==> src/rtl/itpt_pkg.sv <==
package itpt_pkg;

  // Sizes
  localparam int VALUE_BITS  = 64;
  localparam int MAX_FIELD   = 64;
  localparam int STORE_DEPTH = MAX_FIELD - 1;
  localparam int POS_W       = $clog2(MAX_FIELD);
  localparam int CNT_W       = $clog2(VALUE_BITS);
  localparam int FS_W        = 7;
  localparam int RADIX_W     = 6;
  localparam int CHAR_W      = 8;
  localparam int CFG_IDX_W   = 2;
  localparam int CFG_DATA_W  = 8;

  // Configuration register indexes
  localparam logic [CFG_IDX_W-1:0] REG_RADIX      = 2'd0;
  localparam logic [CFG_IDX_W-1:0] REG_PAD_CHAR   = 2'd1;
  localparam logic [CFG_IDX_W-1:0] REG_FIELD_SIZE = 2'd2;

  // Reset values
  localparam logic [RADIX_W-1:0] RADIX_RST    = 6'd10;
  localparam logic [CHAR_W-1:0]  PAD_CHAR_RST = 8'd32;
  localparam logic [FS_W-1:0]    FS_RST       = 7'd21;

  // Limits and characters
  localparam logic [RADIX_W-1:0] RADIX_MIN  = 6'd2;
  localparam logic [RADIX_W-1:0] RADIX_MAX  = 6'd36;
  localparam logic [FS_W-1:0]    FS_MIN     = 7'd2;
  localparam logic [FS_W-1:0]    FS_MAX     = FS_W'(MAX_FIELD);
  localparam logic [RADIX_W-1:0] DEC_DIGITS = 6'd10;
  localparam logic [CHAR_W-1:0]  CH_ZERO    = 8'h30;
  localparam logic [CHAR_W-1:0]  CH_ALPHA   = 8'h41;
  localparam logic [CHAR_W-1:0]  CH_MINUS   = 8'h2D;

  typedef logic [VALUE_BITS-1:0] value_t;
  typedef logic [CHAR_W-1:0]     char_t;
  typedef logic [POS_W-1:0]      pos_t;

  // Character for one digit value below the radix
  function automatic char_t digit_char(input logic [RADIX_W-1:0] d);
    if (d < DEC_DIGITS) begin
      return CH_ZERO + CHAR_W'(d);
    end else begin
      return CH_ALPHA + CHAR_W'(d - DEC_DIGITS);
    end
  endfunction

endpackage

==> src/rtl/itpt_if.sv <==
interface itpt_item_if;
  logic                valid;
  logic                ready;
  itpt_pkg::value_t    value;
  logic                negate;

  modport source (output valid, value, negate, input ready);
  modport sink   (input valid, value, negate, output ready);
endinterface

interface itpt_result_if;
  logic             valid;
  logic             ready;
  itpt_pkg::char_t  out_char;
  logic             is_pad;
  logic             last;
  logic             overflow_error;

  modport source (output valid, out_char, is_pad, last, overflow_error, input ready);
  modport sink   (input valid, out_char, is_pad, last, overflow_error, output ready);
endinterface

interface itpt_cfg_if;
  logic                                  valid;
  logic                                  ready;
  logic [itpt_pkg::CFG_IDX_W-1:0]        index;
  logic [itpt_pkg::CFG_DATA_W-1:0]       data;

  modport source (output valid, index, data, input ready);
  modport sink   (input valid, index, data, output ready);
endinterface

==> src/rtl/integer_to_padded_text_unit.sv <==
// Integer to padded text: converts a 64-bit value (negated first when negate
// is set) into base-radix text, right-justified in a field of field_size-1
// characters (field_size above 64 counts as 64) behind a '-' where needed and
// pad characters, and sends the field one character per transfer, marking pad
// characters and the last one. When the digits and sign do not fit, radix is
// out of range or field_size is below 2, a single transfer with
// overflow_error and last set is sent instead. One item is worked on at a
// time: each digit is produced by a bit-serial restoring division of the
// 64-bit quotient by the radix, and each character is then read from the
// character store through a registered read before it is emitted.
// Configuration writes are always taken and should be made only while the
// block is idle.
module integer_to_padded_text_unit (
  input  logic                   clk,
  input  logic                   rst,
  itpt_item_if.sink              item,
  itpt_result_if.source          result,
  itpt_cfg_if.sink               cfg
);

  typedef enum logic [5:0] {
    S_IDLE  = 6'b000001,
    S_DIV   = 6'b000010,
    S_DIGIT = 6'b000100,
    S_ERR   = 6'b001000,
    S_RD    = 6'b010000,
    S_EMIT  = 6'b100000
  } state_t;

  state_t state;

  logic [itpt_pkg::RADIX_W-1:0] radix;
  itpt_pkg::char_t              pad_char;
  logic [itpt_pkg::FS_W-1:0]    field_size;

  itpt_pkg::value_t             quot;
  logic [itpt_pkg::RADIX_W-1:0] rem;
  logic [itpt_pkg::CNT_W-1:0]   cnt;
  logic                         nz;
  logic                         neg;
  itpt_pkg::pos_t               wp;
  itpt_pkg::pos_t               rd;
  itpt_pkg::pos_t               pads;
  itpt_pkg::pos_t               last_pos;

  itpt_pkg::char_t              store [itpt_pkg::STORE_DEPTH];
  itpt_pkg::char_t              store_q;

  logic                         out_free;
  logic [itpt_pkg::FS_W-1:0]    fs_sat;
  itpt_pkg::pos_t               n_chars;
  logic                         radix_ok;
  logic                         fs_ok;
  logic [itpt_pkg::RADIX_W:0]   trial;
  logic                         ge;
  logic [itpt_pkg::RADIX_W-1:0] rem_next;
  itpt_pkg::pos_t               wp_dec;
  itpt_pkg::char_t              emit_char;
  logic                         emit_pad;

  assign item.ready = (state == S_IDLE);
  assign cfg.ready  = 1'b1;
  assign out_free   = !result.valid || result.ready;

  // Check the configuration for a new item
  assign radix_ok = (radix >= itpt_pkg::RADIX_MIN) && (radix <= itpt_pkg::RADIX_MAX);
  assign fs_ok    = (field_size >= itpt_pkg::FS_MIN);
  assign fs_sat   = (field_size > itpt_pkg::FS_MAX) ? itpt_pkg::FS_MAX : field_size;
  assign n_chars  = itpt_pkg::POS_W'(fs_sat - 7'd1);

  // One restoring division step
  assign trial    = {rem, quot[itpt_pkg::VALUE_BITS-1]};
  assign ge       = trial >= {1'b0, radix};
  assign rem_next = ge ? itpt_pkg::RADIX_W'(trial - {1'b0, radix})
                       : itpt_pkg::RADIX_W'(trial);

  assign wp_dec   = wp - itpt_pkg::POS_W'(1);

  // Pick the character for the current field position
  always_comb begin
    emit_pad  = 1'b0;
    emit_char = store_q;
    if (rd < pads) begin
      emit_pad  = 1'b1;
      emit_char = pad_char;
    end else if (neg && (rd == pads)) begin
      emit_char = itpt_pkg::CH_MINUS;
    end
  end

  // Configuration registers
  always_ff @(posedge clk) begin
    if (rst) begin
      radix      <= itpt_pkg::RADIX_RST;
      pad_char   <= itpt_pkg::PAD_CHAR_RST;
      field_size <= itpt_pkg::FS_RST;
    end else if (cfg.valid) begin
      case (cfg.index)
        itpt_pkg::REG_RADIX:      radix      <= cfg.data[itpt_pkg::RADIX_W-1:0];
        itpt_pkg::REG_PAD_CHAR:   pad_char   <= cfg.data;
        itpt_pkg::REG_FIELD_SIZE: field_size <= cfg.data[itpt_pkg::FS_W-1:0];
        default: ;
      endcase
    end
  end

  // Character store: write digits, registered read
  always_ff @(posedge clk) begin
    if (state == S_DIGIT) begin
      store[wp_dec] <= itpt_pkg::digit_char(rem);
    end
    if (state == S_RD) begin
      store_q <= store[rd];
    end
  end

  // Sequencer and output register
  always_ff @(posedge clk) begin
    if (rst) begin
      state        <= S_IDLE;
      result.valid <= 1'b0;
    end else begin
      if (result.valid && result.ready) begin
        result.valid <= 1'b0;
      end
      case (state)
        S_IDLE: begin
          if (item.valid) begin
            neg  <= item.negate;
            quot <= item.negate ? (~item.value + itpt_pkg::VALUE_BITS'(1)) : item.value;
            wp   <= n_chars;
            rem  <= '0;
            cnt  <= '0;
            nz   <= 1'b0;
            last_pos <= n_chars - itpt_pkg::POS_W'(1);
            if (!radix_ok || !fs_ok || (n_chars <= itpt_pkg::POS_W'(item.negate))) begin
              state <= S_ERR;
            end else begin
              state <= S_DIV;
            end
          end
        end
        S_DIV: begin
          quot <= {quot[itpt_pkg::VALUE_BITS-2:0], ge};
          rem  <= rem_next;
          nz   <= nz | ge;
          cnt  <= cnt + itpt_pkg::CNT_W'(1);
          if (cnt == itpt_pkg::CNT_W'(itpt_pkg::VALUE_BITS - 1)) begin
            state <= S_DIGIT;
          end
        end
        S_DIGIT: begin
          wp  <= wp_dec;
          rem <= '0;
          cnt <= '0;
          nz  <= 1'b0;
          if (nz) begin
            if (wp_dec > itpt_pkg::POS_W'(neg)) begin
              state <= S_DIV;
            end else begin
              state <= S_ERR;
            end
          end else begin
            pads  <= wp_dec - itpt_pkg::POS_W'(neg);
            rd    <= '0;
            state <= S_RD;
          end
        end
        S_ERR: begin
          if (out_free) begin
            result.valid          <= 1'b1;
            result.out_char       <= '0;
            result.is_pad         <= 1'b0;
            result.last           <= 1'b1;
            result.overflow_error <= 1'b1;
            state                 <= S_IDLE;
          end
        end
        S_RD: begin
          state <= S_EMIT;
        end
        S_EMIT: begin
          if (out_free) begin
            result.valid          <= 1'b1;
            result.out_char       <= emit_char;
            result.is_pad         <= emit_pad;
            result.last           <= (rd == last_pos);
            result.overflow_error <= 1'b0;
            rd                    <= rd + itpt_pkg::POS_W'(1);
            state                 <= (rd == last_pos) ? S_IDLE : S_RD;
          end
        end
        default: state <= S_IDLE;
      endcase
    end
  end

endmodule
==> src/flat_wrapper.sv <==
// flat-port wrapper written by rule: the top's interface ports become plain ports
module integer_to_padded_text_unit_flat 
  (clk, rst, item_valid, item_value, item_negate, item_ready, result_valid, result_out_char, result_is_pad, result_last, result_overflow_error, result_ready, cfg_valid, cfg_index, cfg_data, cfg_ready);
  itpt_item_if item_i ();
  itpt_result_if result_i ();
  itpt_cfg_if cfg_i ();
  input  logic clk;
  input  logic rst;
  input wire logic [$bits(item_i.valid)-1:0] item_valid;
  input wire logic [$bits(item_i.value)-1:0] item_value;
  input wire logic [$bits(item_i.negate)-1:0] item_negate;
  output wire logic [$bits(item_i.ready)-1:0] item_ready;
  output wire logic [$bits(result_i.valid)-1:0] result_valid;
  output wire logic [$bits(result_i.out_char)-1:0] result_out_char;
  output wire logic [$bits(result_i.is_pad)-1:0] result_is_pad;
  output wire logic [$bits(result_i.last)-1:0] result_last;
  output wire logic [$bits(result_i.overflow_error)-1:0] result_overflow_error;
  input wire logic [$bits(result_i.ready)-1:0] result_ready;
  input wire logic [$bits(cfg_i.valid)-1:0] cfg_valid;
  input wire logic [$bits(cfg_i.index)-1:0] cfg_index;
  input wire logic [$bits(cfg_i.data)-1:0] cfg_data;
  output wire logic [$bits(cfg_i.ready)-1:0] cfg_ready;
  assign item_i.valid = item_valid;
  assign item_i.value = item_value;
  assign item_i.negate = item_negate;
  assign item_ready = item_i.ready;
  assign result_valid = result_i.valid;
  assign result_out_char = result_i.out_char;
  assign result_is_pad = result_i.is_pad;
  assign result_last = result_i.last;
  assign result_overflow_error = result_i.overflow_error;
  assign result_i.ready = result_ready;
  assign cfg_i.valid = cfg_valid;
  assign cfg_i.index = cfg_index;
  assign cfg_i.data = cfg_data;
  assign cfg_ready = cfg_i.ready;
  integer_to_padded_text_unit u_core (.clk(clk), .rst(rst), .item(item_i), .result(result_i), .cfg(cfg_i));
endmodule
==> config.mk <==
export PLATFORM = sky130hd
export DESIGN_NAME = integer_to_padded_text_unit_flat
export DESIGN_NICKNAME = d
export VERILOG_FILES = /design/src/rtl/itpt_pkg.sv /design/src/rtl/itpt_if.sv /design/src/rtl/integer_to_padded_text_unit.sv /design/src/flat_wrapper.sv
export SDC_FILE = /design/constraint.sdc
export NUM_CORES = 1
export LEC_CHECK = 0
export BUFFER_PORTS_ARGS = -buffer_cell sky130_fd_sc_hd__buf_2
export CAP_MARGIN = 20
export CORE_MARGIN = 2
export CORE_UTILIZATION = 60
export DETAILED_ROUTE_END_ITERATION = 8
export GPL_TIMING_DRIVEN = 0
export MAX_ROUTING_LAYER = met4
export PLACE_DENSITY_LB_ADDON = 0.25
export SLEW_MARGIN = 10
export SYNTH_ARGS = -nofsm -noshare
export SYNTH_HDL_FRONTEND = slang
export SYNTH_SLANG_ARGS = --single-unit
==> constraint.sdc <==
create_clock -name clk -period 12.15 [get_ports clk]
set_input_delay 1.8225 -clock clk [delete_from_list [all_inputs] [get_ports clk]]
set_output_delay 1.8225 -clock clk [all_outputs]
set_load 0.05 [all_outputs]
# Word level (Yosys, flattened, before mapping)
# Memories as Yosys holds them, arrays and structs flattened. A register that Yosys moved wholly into a read port is not among the register bits.
# Cells that the tools add are included.
# totals
register_bits	141
ram_bits	504
out_inout_bits	14
word_cells	130
memories	1
# mem_list
memory	words	word_bits	read_ports	rd_ports_with_merged_regs	write_ports	line	rtl
u_core.store	63	8	1	1	1	integer_to_padded_text_unit.sv:46	itpt_pkg::char_t store [itpt_pkg::STORE_DEPTH];
# classes
addsub	11
magnitude_cmp	9
eq_ne	16
mux	44
n_bitwise	4
reduce_logical	27
# ops
cell	n
2-to-1 mux 64 bit	2
case mux 64 bit (2 select lines)	1
adder 64 x 1 -> 64 bit, second input constant	1
inverter 64 bit	1
2-to-1 mux 6 bit	10
2-to-1 mux 8 bit	6
case mux 6 bit (3 select lines)	2
case mux 6 bit (6 select lines)	1
case mux 6 bit (2 select lines)	2
subtractor 6 x 1 -> 6 bit, second input constant	3
case mux 8 bit (2 select lines)	1
AND reduction 3 bit	5
adder 6 x 1 -> 6 bit, second input constant	2
== test 6 bit	2
== test 6 bit, second input constant	2
AND reduction 4 bit	3
2-to-1 mux 1 bit	11
2-to-1 mux 5 bit	2
adder 7 x 8 -> 8 bit, first input constant	1
2-to-1 mux 4 bit	2
nonzero test 2 bit	4
adder 6 x 6 -> 7 bit, first input constant	1
>= comparator 7 x 2 -> 1 bit, second input constant	1
>= comparator 7 x 6 -> 1 bit	1
other kinds (30)	44

# Depth between registers and ports, before layout
# depth
word_depth	8
mapped_depth	11
depth_no_buf	8

# Least setup slack after synthesis
# No wires, ideal clock.
# synth_timing
kind	input -> register
startpoint	input rst
endpoint	register u_core.quot[0] (enable)
setup_time_ns	0.507
arrival_ns	5.313
t_required_ns	11.643
path_slack_ns	6.330
path_stages	3
path_buffers	2
path_cell_list	clkbuf_1 > clkbuf_1 > a21oi_1
# synth_between
elab_chain_cells	2
# synth_rtl
item	line	rtl
start: declaration	flat_wrapper.sv:8	input logic rst;
inverter 1 bit (no source line)	n/a	
AND reduction 3 bit (no source line)	n/a	
end signal: assignment	integer_to_padded_text_unit.sv:130	quot <= item.negate ? (~item.value + itpt_pkg::VALUE_BITS'(1)) : item.value;
end signal: assignment	integer_to_padded_text_unit.sv:144	quot <= {quot[itpt_pkg::VALUE_BITS-2:0], ge};
end: declaration	integer_to_padded_text_unit.sv:36	itpt_pkg::value_t quot;
# Every way passes these cells.
# A chain may end at the register's enable or synchronous reset.

==> results.sh <==
export IMPL_dp_cells=2583
export IMPL_hold_path_class="reg -> reg"
export IMPL_grt_usage=0.3274
export IMPL_clk_latency_ps=630
export IMPL_worstMarginPinSlew_ps=1126
export IMPL_io_pins=94
export IMPL_die_height_um=222.4
export IMPL_critical_path_slowest_cell="clkbuf_1"
export IMPL_hold_viol=0
export IMPL_fin_crit_ps=4287
export IMPL_post_dp_cell_area_um2=30340
export IMPL_grt_pass1_wl_um=114300
export IMPL_synth_edf_count=625
export IMPL_critPathRequiredTime_ps=12480
export IMPL_path_max_fanout=10
export IMPL_start_kind="flop"
export IMPL_dr_pass1_iters=6
export IMPL_cts_tree="yes"
export IMPL_max_freq_mhz=233.2
export IMPL_crit_path_frequent_cell="clkbuf_1"
export IMPL_min_period_over_period=0.3529
export IMPL_synth_area_leaders="edfxtp_1 (66%), mux4_2 (9.4%), nor2_1 (2.1%)"
export IMPL_htree_levels=3
export IMPL_hpwl_um=52490
export IMPL_syn_inst=1848
export IMPL_diodes=0
export IMPL_slowest_delay_ps=850
export IMPL_cts_made_buffers=67
export IMPL_synth_seq_cells=653
export IMPL_synthDominantCellAreaShare=0.6559
export IMPL_final_cells=2703
export IMPL_gp_congestion=0.9738
export IMPL_synth_largest_area_cell="edfxtp_1"
export IMPL_cts_setup_buffers=0
export IMPL_synth_warnings=0
export IMPL_coreArea_um2=47450
export IMPL_dieArea_um2=49460
export IMPL_ys_flop_type="edfxtp_1"
export IMPL_ys_types=80
export IMPL_grt_start_max_net_pins=36
export IMPL_chipWidth_um=222.4
export IMPL_leakage_nw=10.65
export IMPL_area_growth_pct=13.58
export IMPL_ys_seq_area_frac=0.6754
export IMPL_async_reset_ff_frac=0
export IMPL_drtIter0Drc=2358
export IMPL_vias=18210
export IMPL_critPathTopFamily="buffers and inverters"
export IMPL_arrival_ps=4620
export IMPL_grtUsageMet2=0.5008
export IMPL_wire_per_inst_um=28.61
export IMPL_io_buffers=90
export IMPL_route_detailed_drc=0
export IMPL_max_clock_path_buffers=3
export IMPL_skew_ps=36.00
export IMPL_powerDensity_nw_per_um2=168.2
export IMPL_cts_resized_gates=0
export IMPL_met3_usage=0.06718
export IMPL_status="finished clean"
export IMPL_end_kind="flop"
export IMPL_ant_nets=0
export IMPL_whs_ps=515.3
export IMPL_worst_slack_ps=7863
export IMPL_cts_hold_buf=0
export IMPL_crit_path_cell_trace="clkbuf_1, clkbuf_1, clkbuf_1, o21ai_0, a21oi_1, o21ai_0, a211oi_1"
export IMPL_overflow=0
export IMPL_first_global_vias=17900
export IMPL_fin_tns_setup_ps=0
export IMPL_worst_path_buf_inv=3
export IMPL_std_cell_rows=80
export IMPL_antenna_found_initial=0
export IMPL_pre_cts_ws_ps=7908
export IMPL_max_cap_viol_count=0
export IMPL_synth_net_count=1955
export IMPL_busiest_layer="met2"
export IMPL_critical_path_class="reg -> reg"
export IMPL_drive_gt1_frac=0.2026
export IMPL_routed_wl_um=77340
export IMPL_irDropWorstVdd_uv=194.1
export IMPL_nets=2145
export IMPL_start_util=0.6031
export IMPL_clk_pin_slew_ps=60
export IMPL_rsz0062_at_grt="false"
export IMPL_cts_sinks=653
export IMPL_clock_root_buffer="clkbuf_16"
export IMPL_syn_area_per_cell_um2=15.48
export IMPL_slew_headroom=0.2490
export IMPL_finalSetupViolCount=0
export IMPL_grtUsageMet1=0.4413
export IMPL_synth_area_um2=28620
export IMPL_vias_per_cell=6.735
export IMPL_fin_area_um2=32500
export IMPL_slew_viol_final=0
## where the power goes
group          switching [W]  internal [W]  total [W]
clock network       0.000866       0.00117    0.00203
logic               0.000469      0.000202   0.000672
registers          0.0000260       0.00273    0.00276
total                0.00136       0.00410    0.00547
## per-stage QoR
stage	util	total power (W)
3_3_place_gp	0.6289	0.003379
4_1_cts	0.6848	0.005464
6_report	0.6850	0.005466
3_5_place_dp	0.6395	0.003465
2_1_floorplan	-	0.003156
5_1_grt	0.6850	0.005607
## cells in the mapped netlist (all sizes together), types with 7 or more instances
| library cell | instances |
|---|---|
| nor2b | 19 |
| or4 | 10 |
| nor2 | 157 |
| xor2 | 61 |
| o221a | 7 |
| xnor2 | 34 |
| a211oi | 10 |
| nor4 | 13 |
| edfxtp | 625 |
| nand3 | 35 |
| nor3 | 25 |
| or3 | 15 |
| a211o | 8 |
| dfxtp | 28 |
| nand4 | 16 |
| a221oi | 8 |
| nand2 | 112 |
| o21ai | 96 |
| mux2i | 37 |
| or2 | 7 |
| a21oi | 59 |
| and2 | 8 |
| clkbuf | 56 |
| o41ai | 16 |
| inv | 44 |
| buf | 43 |
| a31oi | 12 |
| o211ai | 13 |
| a22oi | 27 |
| ha | 26 |
| nand2b | 10 |
| o31ai | 18 |
| mux4 | 120 |
## registers in the layout, summed over array words and instances, names as in the netlist, 6 cells and up
signal                  cells
u_core.field_size           7
u_core.quot                64
u_core.result.out_char      8
u_core.radix                6
u_core.rem                  6
u_core.store              504
u_core.wp                   6
u_core.last_pos             6
u_core.store_q              8
u_core.cnt                  6
u_core.state                6
u_core.pad_char             8
u_core.rd                   6
u_core.pads                 6
## worst register-to-register path, stage by stage, from the launching register on
cell	delay, ps
edfxtp_1	620
clkbuf_1	860
clkbuf_1	680
clkbuf_1	590
o21ai_0	220
a21oi_1	280
o21ai_0	170
a211oi_1	600
## layout make-up
cell class	instances	area, um^2
repair buffers	121	870.8
fillers	3129	14940
clock buffers	88	1859
inverters	45	168.9
flip-flops and latches	653	19330
plain buffers	99	464.2
well taps	615	769.5
clock inverters	31	289.0
multi-input cells	1051	8751
## per-layer routing
| layer | wire, um | vias up |
|---|---|---|
| li1 | - | 7647 |
| met1 | 29080 | 9121 |
| met2 | 36300 | 1223 |
| met3 | 8871 | 215 |
| met4 | 3081 | 0 |
| met5 | 0 | - |
## kinds of logic after synthesis
family / after synthesis / share of synthesized area
flops: 653 / 0.6754
simple gates: 454 / 0.07940
compound gates: 313 / 0.07280
mux: 161 / 0.1090
buf+inv: 144 / 0.02212
xor+xnor: 95 / 0.02908
fa+ha+maj: 27 / 0.01207
other cells: 1 / 0.0001310
## layout by cell type (no fill, tap or decap), types with 26 or more instances in the layout
cell type / count
edfxtp_1: 625
nor2_1: 157
buf_2: 124
mux4_2: 120
nand2_1: 111
o21ai_0: 89
clkbuf_1: 70
clkbuf_16: 70
xor2_1: 61
a21oi_1: 58
inv_1: 44
mux2i_1: 37
nand3_1: 33
xnor2_1: 31
dfxtp_1: 28
a22oi_1: 27
ha_1: 26
## path summary, 6_finish.rpt
check	to	cells past startpoint	slack, ps	startpoint
worst max-delay path	u_core.store_q[1]	7	7860	u_core.rd[3]
worst min-delay path	u_core.pad_char[3]	2	520	u_core.pad_char[3]
worst max register to register	u_core.store_q[1]	7	7860	u_core.rd[3]
worst min register to register	u_core.pad_char[3]	2	520	u_core.pad_char[3]
Note: power is estimated with default switching activity, not from simulation.
